===== src/rtl/bacp_pkg.sv =====
`default_nettype none
package bacp_pkg;

    localparam int ALIGN_BYTES  = 16;
    localparam int MAX_MARKS    = 16;
    localparam int REGION_BYTES = 2097152;

    localparam int CAP_W   = 22;
    localparam int CNT_W   = 32;
    localparam int REQ_W   = 32;
    localparam int DEPTH_W = $clog2(MAX_MARKS + 1);
    localparam int IDX_W   = (MAX_MARKS > 1) ? $clog2(MAX_MARKS) : 1;
    localparam int ALIGN_SH = $clog2(ALIGN_BYTES);

    localparam logic [CAP_W-1:0]   REGION_CAP = CAP_W'(REGION_BYTES);
    localparam logic [DEPTH_W-1:0] DEPTH_MAX  = DEPTH_W'(MAX_MARKS);

    typedef enum logic [1:0] {
        CMD_ALLOC   = 2'd0,
        CMD_RESET   = 2'd1,
        CMD_MARK    = 2'd2,
        CMD_RESTORE = 2'd3
    } cmd_t;

    typedef enum logic [1:0] {
        ST_OK         = 2'd0,
        ST_FULL       = 2'd1,
        ST_STACK_FULL = 2'd2,
        ST_NO_MARK    = 2'd3
    } status_t;

    typedef enum logic [1:0] {
        FSM_IDLE = 2'd0,
        FSM_EXEC = 2'd1,
        FSM_RESP = 2'd2
    } fsm_t;

    typedef struct packed {
        logic load_in;
        logic exec;
        logic load_out;
    } dp_cmd_t;

endpackage
`default_nettype wire


===== src/rtl/bacp_ctrl.sv =====
`default_nettype none
module bacp_ctrl (
    input  wire logic              aclk,
    input  wire logic              aresetn,
    input  wire logic              s_valid,
    output logic                   s_ready,
    output logic                   m_valid,
    input  wire logic              m_ready,
    output bacp_pkg::dp_cmd_t      dp_cmd
);

    bacp_pkg::fsm_t state_reg, state_next;
    logic           m_valid_reg, m_valid_next;

    always_ff @(posedge aclk) begin
        if (!aresetn) begin
            state_reg   <= bacp_pkg::FSM_IDLE;
            m_valid_reg <= 1'b0;
        end else begin
            state_reg   <= state_next;
            m_valid_reg <= m_valid_next;
        end
    end

    always_comb begin
        state_next = state_reg;
        unique case (state_reg)
            bacp_pkg::FSM_IDLE: begin
                if (s_valid) state_next = bacp_pkg::FSM_EXEC;
            end
            bacp_pkg::FSM_EXEC: begin
                state_next = bacp_pkg::FSM_RESP;
            end
            bacp_pkg::FSM_RESP: begin
                if (!m_valid_reg || m_ready) state_next = bacp_pkg::FSM_IDLE;
            end
            default: begin
                state_next = bacp_pkg::FSM_IDLE;
            end
        endcase
    end

    always_comb begin
        dp_cmd.load_in  = (state_reg == bacp_pkg::FSM_IDLE) && s_valid;
        dp_cmd.exec     = (state_reg == bacp_pkg::FSM_EXEC);
        dp_cmd.load_out = (state_reg == bacp_pkg::FSM_RESP) && (!m_valid_reg || m_ready);
        s_ready         = (state_reg == bacp_pkg::FSM_IDLE);
        m_valid_next    = m_valid_reg;
        if (m_valid_reg && m_ready) m_valid_next = 1'b0;
        if (dp_cmd.load_out)        m_valid_next = 1'b1;
    end

    assign m_valid = m_valid_reg;

endmodule
`default_nettype wire


===== src/rtl/bacp_dp.sv =====
`default_nettype none
module bacp_dp (
    input  wire logic                          aclk,
    input  wire logic                          aresetn,
    input  wire bacp_pkg::dp_cmd_t             dp_cmd,
    input  wire logic                          cfg_we,
    input  wire logic [bacp_pkg::CAP_W-1:0]    cfg_wdata,
    input  wire logic [1:0]                    s_cmd,
    input  wire logic [bacp_pkg::REQ_W-1:0]    s_request_bytes,
    output logic [1:0]                         m_status,
    output logic [bacp_pkg::CAP_W-1:0]         m_offset,
    output logic [bacp_pkg::CAP_W-1:0]         m_used_bytes,
    output logic [bacp_pkg::CAP_W-1:0]         m_peak_bytes,
    output logic [bacp_pkg::CAP_W-1:0]         m_remaining_bytes,
    output logic [bacp_pkg::CNT_W-1:0]         m_live_allocs,
    output logic [bacp_pkg::CNT_W-1:0]         m_lifetime_allocs,
    output logic [bacp_pkg::CNT_W-1:0]         m_lifetime_resets,
    output logic [bacp_pkg::DEPTH_W-1:0]       m_stack_depth
);

    localparam int CAP_W   = bacp_pkg::CAP_W;
    localparam int CNT_W   = bacp_pkg::CNT_W;
    localparam int REQ_W   = bacp_pkg::REQ_W;
    localparam int DEPTH_W = bacp_pkg::DEPTH_W;
    localparam int IDX_W   = bacp_pkg::IDX_W;
    localparam int SZ_W    = REQ_W + 1;
    localparam int SUM_W   = SZ_W + 1;

    // command latched at accept
    bacp_pkg::cmd_t          cmd_reg;
    logic [REQ_W-1:0]        req_reg;

    // arena state
    logic [CAP_W-1:0]        cap_reg, cap_next;
    logic [CAP_W-1:0]        fill_reg, fill_next;
    logic [CAP_W-1:0]        peak_reg, peak_next;
    logic [CNT_W-1:0]        live_reg, live_next;
    logic [CNT_W-1:0]        alloc_reg, alloc_next;
    logic [CNT_W-1:0]        resets_reg, resets_next;
    logic [DEPTH_W-1:0]      depth_reg, depth_next;
    logic [CAP_W-1:0]        mark_reg [bacp_pkg::MAX_MARKS];
    bacp_pkg::status_t       status_reg, status_next;
    logic [CAP_W-1:0]        offset_reg, offset_next;

    // result registers
    logic [1:0]              o_status_reg;
    logic [CAP_W-1:0]        o_offset_reg, o_used_reg, o_peak_reg, o_rem_reg;
    logic [CNT_W-1:0]        o_live_reg, o_alloc_reg, o_resets_reg;
    logic [DEPTH_W-1:0]      o_depth_reg;

    logic [SZ_W-1:0]         sz_raw, sz_round;
    logic [SUM_W-1:0]        sum;
    logic                    fits;
    logic [DEPTH_W-1:0]      depth_m1;
    logic                    push;
    logic [CAP_W-1:0]        peak_max;
    logic [CAP_W-1:0]        rem;

    always_comb begin
        cap_next = cfg_wdata;
        if (cfg_wdata > bacp_pkg::REGION_CAP) cap_next = bacp_pkg::REGION_CAP;
    end

    assign sz_raw   = {1'b0, req_reg} + SZ_W'(bacp_pkg::ALIGN_BYTES - 1);
    assign sz_round = (sz_raw >> bacp_pkg::ALIGN_SH) << bacp_pkg::ALIGN_SH;
    assign sum      = SUM_W'(fill_reg) + {1'b0, sz_round};
    assign fits     = (sum <= SUM_W'(cap_reg));
    assign depth_m1 = depth_reg - DEPTH_W'(1);

    always_comb begin
        fill_next   = fill_reg;
        live_next   = live_reg;
        alloc_next  = alloc_reg;
        resets_next = resets_reg;
        depth_next  = depth_reg;
        status_next = bacp_pkg::ST_OK;
        offset_next = '0;
        push        = 1'b0;
        unique case (cmd_reg)
            bacp_pkg::CMD_ALLOC: begin
                if (fits) begin
                    offset_next = fill_reg;
                    fill_next   = sum[CAP_W-1:0];
                    live_next   = live_reg + CNT_W'(1);
                    alloc_next  = alloc_reg + CNT_W'(1);
                end else begin
                    status_next = bacp_pkg::ST_FULL;
                end
            end
            bacp_pkg::CMD_RESET: begin
                fill_next   = '0;
                live_next   = '0;
                depth_next  = '0;
                resets_next = resets_reg + CNT_W'(1);
            end
            bacp_pkg::CMD_MARK: begin
                if (depth_reg >= bacp_pkg::DEPTH_MAX) begin
                    status_next = bacp_pkg::ST_STACK_FULL;
                end else begin
                    push       = 1'b1;
                    depth_next = depth_reg + DEPTH_W'(1);
                end
            end
            bacp_pkg::CMD_RESTORE: begin
                if (depth_reg == '0 || depth_reg > bacp_pkg::DEPTH_MAX) begin
                    status_next = bacp_pkg::ST_NO_MARK;
                end else begin
                    depth_next = depth_m1;
                    fill_next  = mark_reg[depth_m1[IDX_W-1:0]];
                end
            end
            default: begin
                status_next = bacp_pkg::ST_OK;
            end
        endcase
    end

    // peak never drops below fill except right after a grant
    assign peak_max = (fill_reg > peak_reg) ? fill_reg : peak_reg;
    assign peak_next = peak_max;
    assign rem      = (cap_reg > fill_reg) ? (cap_reg - fill_reg) : '0;

    always_ff @(posedge aclk) begin
        if (!aresetn) begin
            cap_reg    <= bacp_pkg::REGION_CAP;
            fill_reg   <= '0;
            peak_reg   <= '0;
            live_reg   <= '0;
            alloc_reg  <= '0;
            resets_reg <= '0;
            depth_reg  <= '0;
        end else begin
            if (cfg_we) cap_reg <= cap_next;
            if (dp_cmd.exec) begin
                fill_reg   <= fill_next;
                live_reg   <= live_next;
                alloc_reg  <= alloc_next;
                resets_reg <= resets_next;
                depth_reg  <= depth_next;
            end
            if (dp_cmd.load_out) peak_reg <= peak_next;
        end
    end

    always_ff @(posedge aclk) begin
        if (dp_cmd.load_in) begin
            cmd_reg <= bacp_pkg::cmd_t'(s_cmd);
            req_reg <= s_request_bytes;
        end
        if (dp_cmd.exec) begin
            status_reg <= status_next;
            offset_reg <= offset_next;
            if (push) mark_reg[depth_reg[IDX_W-1:0]] <= fill_reg;
        end
        if (dp_cmd.load_out) begin
            o_status_reg <= status_reg;
            o_offset_reg <= offset_reg;
            o_used_reg   <= fill_reg;
            o_peak_reg   <= peak_max;
            o_rem_reg    <= rem;
            o_live_reg   <= live_reg;
            o_alloc_reg  <= alloc_reg;
            o_resets_reg <= resets_reg;
            o_depth_reg  <= depth_reg;
        end
    end

    assign m_status          = o_status_reg;
    assign m_offset          = o_offset_reg;
    assign m_used_bytes      = o_used_reg;
    assign m_peak_bytes      = o_peak_reg;
    assign m_remaining_bytes = o_rem_reg;
    assign m_live_allocs     = o_live_reg;
    assign m_lifetime_allocs = o_alloc_reg;
    assign m_lifetime_resets = o_resets_reg;
    assign m_stack_depth     = o_depth_reg;

endmodule
`default_nettype wire


===== src/rtl/bump_allocator_with_checkpoints.sv =====
// Channel  | Direction | Handshake          | Beat contents
// s_       | in        | s_valid / s_ready  | cmd, request_bytes
// m_       | out       | m_valid / m_ready  | status, offset, fill, peak, counters
// cfg_     | in        | cfg_valid/cfg_ready| capacity_bytes (22 bits)
//
// Each command is latched, then executed (aligned add and capacity compare,
// stack push/pop, or reset), then loaded into the result register.
// The next command is accepted while the previous result still waits on m_ready;
// a stalled result blocks only the load step of the following command.
// aresetn is synchronous, active low; cfg_ready is always high.
`default_nettype none
module bump_allocator_with_checkpoints (
    input  wire logic                          aclk,
    input  wire logic                          aresetn,
    input  wire logic                          cfg_valid,
    output logic                               cfg_ready,
    input  wire logic [bacp_pkg::CAP_W-1:0]    cfg_wdata,
    input  wire logic                          s_valid,
    output logic                               s_ready,
    input  wire logic [1:0]                    s_cmd,
    input  wire logic [bacp_pkg::REQ_W-1:0]    s_request_bytes,
    output logic                               m_valid,
    input  wire logic                          m_ready,
    output logic [1:0]                         m_status,
    output logic [bacp_pkg::CAP_W-1:0]         m_offset,
    output logic [bacp_pkg::CAP_W-1:0]         m_used_bytes,
    output logic [bacp_pkg::CAP_W-1:0]         m_peak_bytes,
    output logic [bacp_pkg::CAP_W-1:0]         m_remaining_bytes,
    output logic [bacp_pkg::CNT_W-1:0]         m_live_allocs,
    output logic [bacp_pkg::CNT_W-1:0]         m_lifetime_allocs,
    output logic [bacp_pkg::CNT_W-1:0]         m_lifetime_resets,
    output logic [bacp_pkg::DEPTH_W-1:0]       m_stack_depth
);

    bacp_pkg::dp_cmd_t dp_cmd;

    assign cfg_ready = 1'b1;

    bacp_ctrl u_ctrl (
        .aclk    (aclk),
        .aresetn (aresetn),
        .s_valid (s_valid),
        .s_ready (s_ready),
        .m_valid (m_valid),
        .m_ready (m_ready),
        .dp_cmd  (dp_cmd)
    );

    bacp_dp u_dp (
        .aclk              (aclk),
        .aresetn           (aresetn),
        .dp_cmd            (dp_cmd),
        .cfg_we            (cfg_valid),
        .cfg_wdata         (cfg_wdata),
        .s_cmd             (s_cmd),
        .s_request_bytes   (s_request_bytes),
        .m_status          (m_status),
        .m_offset          (m_offset),
        .m_used_bytes      (m_used_bytes),
        .m_peak_bytes      (m_peak_bytes),
        .m_remaining_bytes (m_remaining_bytes),
        .m_live_allocs     (m_live_allocs),
        .m_lifetime_allocs (m_lifetime_allocs),
        .m_lifetime_resets (m_lifetime_resets),
        .m_stack_depth     (m_stack_depth)
    );

endmodule
`default_nettype wire


===== config.mk =====
export PLATFORM = sky130hd
export DESIGN_NAME = bump_allocator_with_checkpoints
export DESIGN_NICKNAME = d
export VERILOG_FILES = /design/src/rtl/bacp_pkg.sv /design/src/rtl/bacp_ctrl.sv /design/src/rtl/bacp_dp.sv /design/src/rtl/bump_allocator_with_checkpoints.sv
export SDC_FILE = /design/constraint.sdc
export NUM_CORES = 1
export LEC_CHECK = 0
export BUFFER_PORTS_ARGS = -buffer_cell sky130_fd_sc_hd__clkbuf_2
export CAP_MARGIN = 20
export CORE_UTILIZATION = 36
export DETAILED_ROUTE_END_ITERATION = 10
export PLACE_DENSITY = 0.62
export SLEW_MARGIN = 40
export SYNTH_ARGS = -nofsm -noshare
export SYNTH_HDL_FRONTEND = slang
export SYNTH_SLANG_ARGS = --single-unit

===== constraint.sdc =====
create_clock -name aclk -period 10.15 [get_ports aclk]
set_input_delay 1.015 -clock aclk [delete_from_list [all_inputs] [get_ports aclk]]
set_output_delay 1.015 -clock aclk [all_outputs]
set_load 0.005 [all_outputs]

==> results.toml <==
[critical_path]
arrival_ns = 6.94
slowest_stage = "nand3_1"
worst-r2r-setup-slack_ns = 3.69
cp-end-kind = "flop"
timing.critical_path.from = "u_dp.req_reg[2]"
crit_chain = "nor4_4 -> nor4_2 -> and2_1 -> xor2_1 -> ha_1 -> a21o_1 -> a311oi_1 -> o2111ai_2 -> nand2_1 -> o21ai_0 -> a21oi_1 -> o21bai_1 -> xor2_1 -> ha_1 -> nand4_1 -> nor4_1 -> o21ai_0 -> nor4_2 -> and4_1 -> nand3_1 -> nand2_1 -> a311oi_1"
reg2regPathDepth = 22
worstSetupPathType = "flop to flop"
endpoint = "u_dp.fill_reg[8]"
worstPathMaxFanout = 21
cp_top_family = "simple AND/OR/NAND/NOR gates"
r2r_end = "u_dp.fill_reg[8]"
cp_num_buf_inv = 0
crit_cells = 22
crit_required_ns = 10.63
startpoint_type = "flop"
reg2reg_from = "u_dp.req_reg[2]"
cpPeakStageDelay_ns = 0.64

[floorplanning]
core_um2 = 90420
ios = 255
rows = 110
die_w_um = 304.7
initial_utilization_pct = 36.48
dieHeight_um = 304.7
die-area_um2 = 92840

[timing]
timing.fmax_mhz = 154.9
hold_viol_final = 0
min_period_ns = 6.456
rsz0062_at_grt = "false"
drv_slew = 0
fin_worst_skew_ns = 0.03456
tightest_slew_ns = 0.8243
finalSetupTns_ns = 0
holdWs_ns = 0.4190
slew_headroom_pct = 45.04
post-route-period-util_pct = 63.61
finalSetupViolations = 0

[logic_synthesis]
syn_area_um2 = 32990
yosysWarnings = 0
synth_cell_type_count = 75
synth_cells = 2369
synth_seq_area_share_pct = 65.03
synthAdderAreaFrac_pct = 3.649
synth_simple_gate_area_share_pct = 9.965
ys.flop_type = "edfxtp_1"
synth_top_family_by_area = "simple AND/OR/NAND/NOR gates"
synth_compound_area_share_pct = 8.618
avgSynthCellArea_um2 = 13.92
synth_top_area_share_pct = 54.71
synth_edf_count = 601
synthesis.nets = 2525
yosys-top-cells-area = "edfxtp_1, dfxtp_1, mux4_2, ha_1, nor2_1"
synthXorXnorAreaFrac_pct = 2.253
synth_common_cells = "edfxtp_1, dfxtp_1, nor2_1"
yosys.area.top_type = "edfxtp_1"
synth_seq_cells = 771
synth_most_common_cell = "edfxtp_1"
synthMuxAreaShare_pct = 7.738
synthArstFlopShare_pct = 0

[detailed_routing]
ant_nets = 0
first_pass_iters = 6
route.layer.met1.wl_mm = 37.01
drtIter0Drc = 1613
met2WireLength_mm = 41.78
route.met3.wl_mm = 6.162
drc = 0
topRoutingLayerUsed = "met5"
post_drt_wl_per_cell_um = 22.22
detail_route.vias_per_cell = 5.440
vias = 21260
drt_wl_total_mm = 86.83

[place]
dp_hpwl_mm = 58.50
port_buffers = 253
gp_congestion = 0.8787

[global_routing]
grt_pass1_wl_mm = 130.3
grt_max_degree = 156
antenna_found_initial = 1
globalRouteOverflowTotal = 0
groute.usage.overall_pct = 18.36
grt_pass1_vias = 21090

[clock_network]
clk_latency_ns = 0.66
cts_sinks = 771
ctsResizeCount = 0
post-cts-setup-buffers = 0
tritoncts = "yes"
cts_root_buf = "clkbuf_16"
hold_buffers = 0
cts.clk_slew.worst_paths_ns = 0.07
numCtsBuffers = 81
clockBufferDepth = 3
cts.htree.levels = 3

[power]
static-leakage-power_uw = 0.01382
power_frac_clock_pct = 42.5
p_switching_uw = 1663
peakVddDrop_mv = 0.1348
p_sw_share_pct = 23.54
p_seq_share_pct = 49.3
p_int_uw = 5401
pwr-share-comb_pct = 8.2
cellPowerDensity_nw_per_um2 = 183.0

[layout]
seq_area_um2 = 21460
largest_register_ffs = 352
num-fill-cells = 8075
drive_above_1_share_pct = 20.80
multi_input_area_um2 = 10700
syn2layout_area_growth_pct = 17.00
final_nets = 2814

[min_path]
hold_path.class = "flop to flop"
holdCritStartpoint = "u_dp.offset_reg[14]"

[run_status]
status = "finished, final reports clean"

[run]
maxCapViolCount = 0
[power by group through the flow]
stage / clock, uW / combinational, uW / sequential [uW]
after floorplan: 0 / 377 / 3550
after detailed placement: 0 / 575 / 3550
after global placement: 0 / 564 / 3550
after CTS: 3070 / 578 / 3480
final: 3000 / 581 / 3480
after global routing: 3180 / 633 / 3480
[worst reg2reg max path, stage by stage, from the launching register on]
cell and delay (ns):
edfxtp_1 0.41, nor4_4 0.55, nor4_2 0.13, and2_1 0.20, xor2_1 0.21, ha_1 0.31, a21o_1 0.22, a311oi_1 0.32
o2111ai_2 0.24, nand2_1 0.18, o21ai_0 0.17, a21oi_1 0.19, o21bai_1 0.09, xor2_1 0.16, ha_1 0.31, nand4_1 0.13
nor4_1 0.33, o21ai_0 0.16, nor4_2 0.26, and4_1 0.42, nand3_1 0.64, nand2_1 0.53, a311oi_1 0.16
[per-stage QoR]
stage	setup WS [ns]	utilization [%]	power [uW]	instance area, um^2	cells
global placement	3.915	39.60	4110	35810	3750
CTS	3.784	42.63	7126	38540	3901
finish	3.694	42.68	7064	38590	3907
detailed placement	3.762	39.62	4123	35830	3750
floorplan	2.650	-	3927	32990	2369
global route	3.207	42.67	7301	38580	3902
[routing by layer]
metal / vias to the layer above / track usage (%)
met5: - / 0
li1: 9666 / -
met4: 2 / 5.626
met1: 10650 / 24.45
met2: 811 / 30.40
met3: 128 / 3.331
[cell usage in the layout (no fill, tap or decap), types with 19 or more instances in the layout]
| cell type | netlist | routed |
|---|---|---|
| a211oi_1 | 70 | 70 |
| a21o_1 | 20 | 19 |
| a21oi_1 | 104 | 104 |
| a2bb2oi_1 | 19 | 19 |
| and2_1 | 34 | 33 |
| and3_1 | 29 | 28 |
| buf_4 | 1 | 53 |
| clkbuf_16 | 0 | 85 |
| clkbuf_2 | 0 | 253 |
| dfxtp_1 | 170 | 168 |
| edfxtp_1 | 601 | 601 |
| ha_1 | 93 | 92 |
| inv_1 | 130 | 129 |
| mux2i_1 | 57 | 57 |
| mux4_2 | 88 | 88 |
| nand2_1 | 126 | 124 |
| nand3_1 | 57 | 57 |
| nand4_1 | 40 | 40 |
| nor2_1 | 170 | 170 |
| nor2b_1 | 32 | 31 |
| nor3_1 | 28 | 28 |
| o21ai_0 | 49 | 48 |
| o31ai_1 | 23 | 23 |
| or3_1 | 25 | 25 |
| or4_1 | 21 | 21 |
| xnor2_1 | 42 | 41 |
| xor2_1 | 41 | 40 |
[logic make-up (layout without fill, tap and decap cells)]
| group | Yosys count | in the layout |
|---|---|---|
| compound gates | 403 | 403 |
| xor+xnor | 84 | 84 |
| fa+ha+maj | 95 | 95 |
| buf+inv | 236 | 593 |
| flops | 771 | 771 |
| mux | 145 | 145 |
| other cells | 1 | 6 |
| simple gates | 634 | 634 |
[worst min path at each step]
| stage | cells past startpoint | slack (ns) | to |
|---|---|---|---|
| 2_1_floorplan | 0 | 0.40 | u_dp.m_offset[0] |
| 3_3_place_gp | 0 | 0.41 | u_dp.m_offset[2] |
| 3_5_place_dp | 0 | 0.41 | u_dp.m_offset[14] |
| 4_1_cts | 0 | 0.42 | u_dp.m_offset[2] |
| 5_1_grt | 0 | 0.43 | u_dp.m_offset[14] |
| 6_report | 0 | 0.42 | u_dp.m_offset[14] |
[area by class of cell]
class,instances,area share [%]
Timing Repair Buffer,311,4.523
Tap cell,1176,3.813
Inverter,131,1.281
Antenna cell,5,0.03242
Clock inverter,46,1.235
Sequential cell,771,55.59
Clock buffer,105,5.810
Multi-Input combinational cell,1362,27.71
No activity file was read; power rests on OpenSTA's default activity.
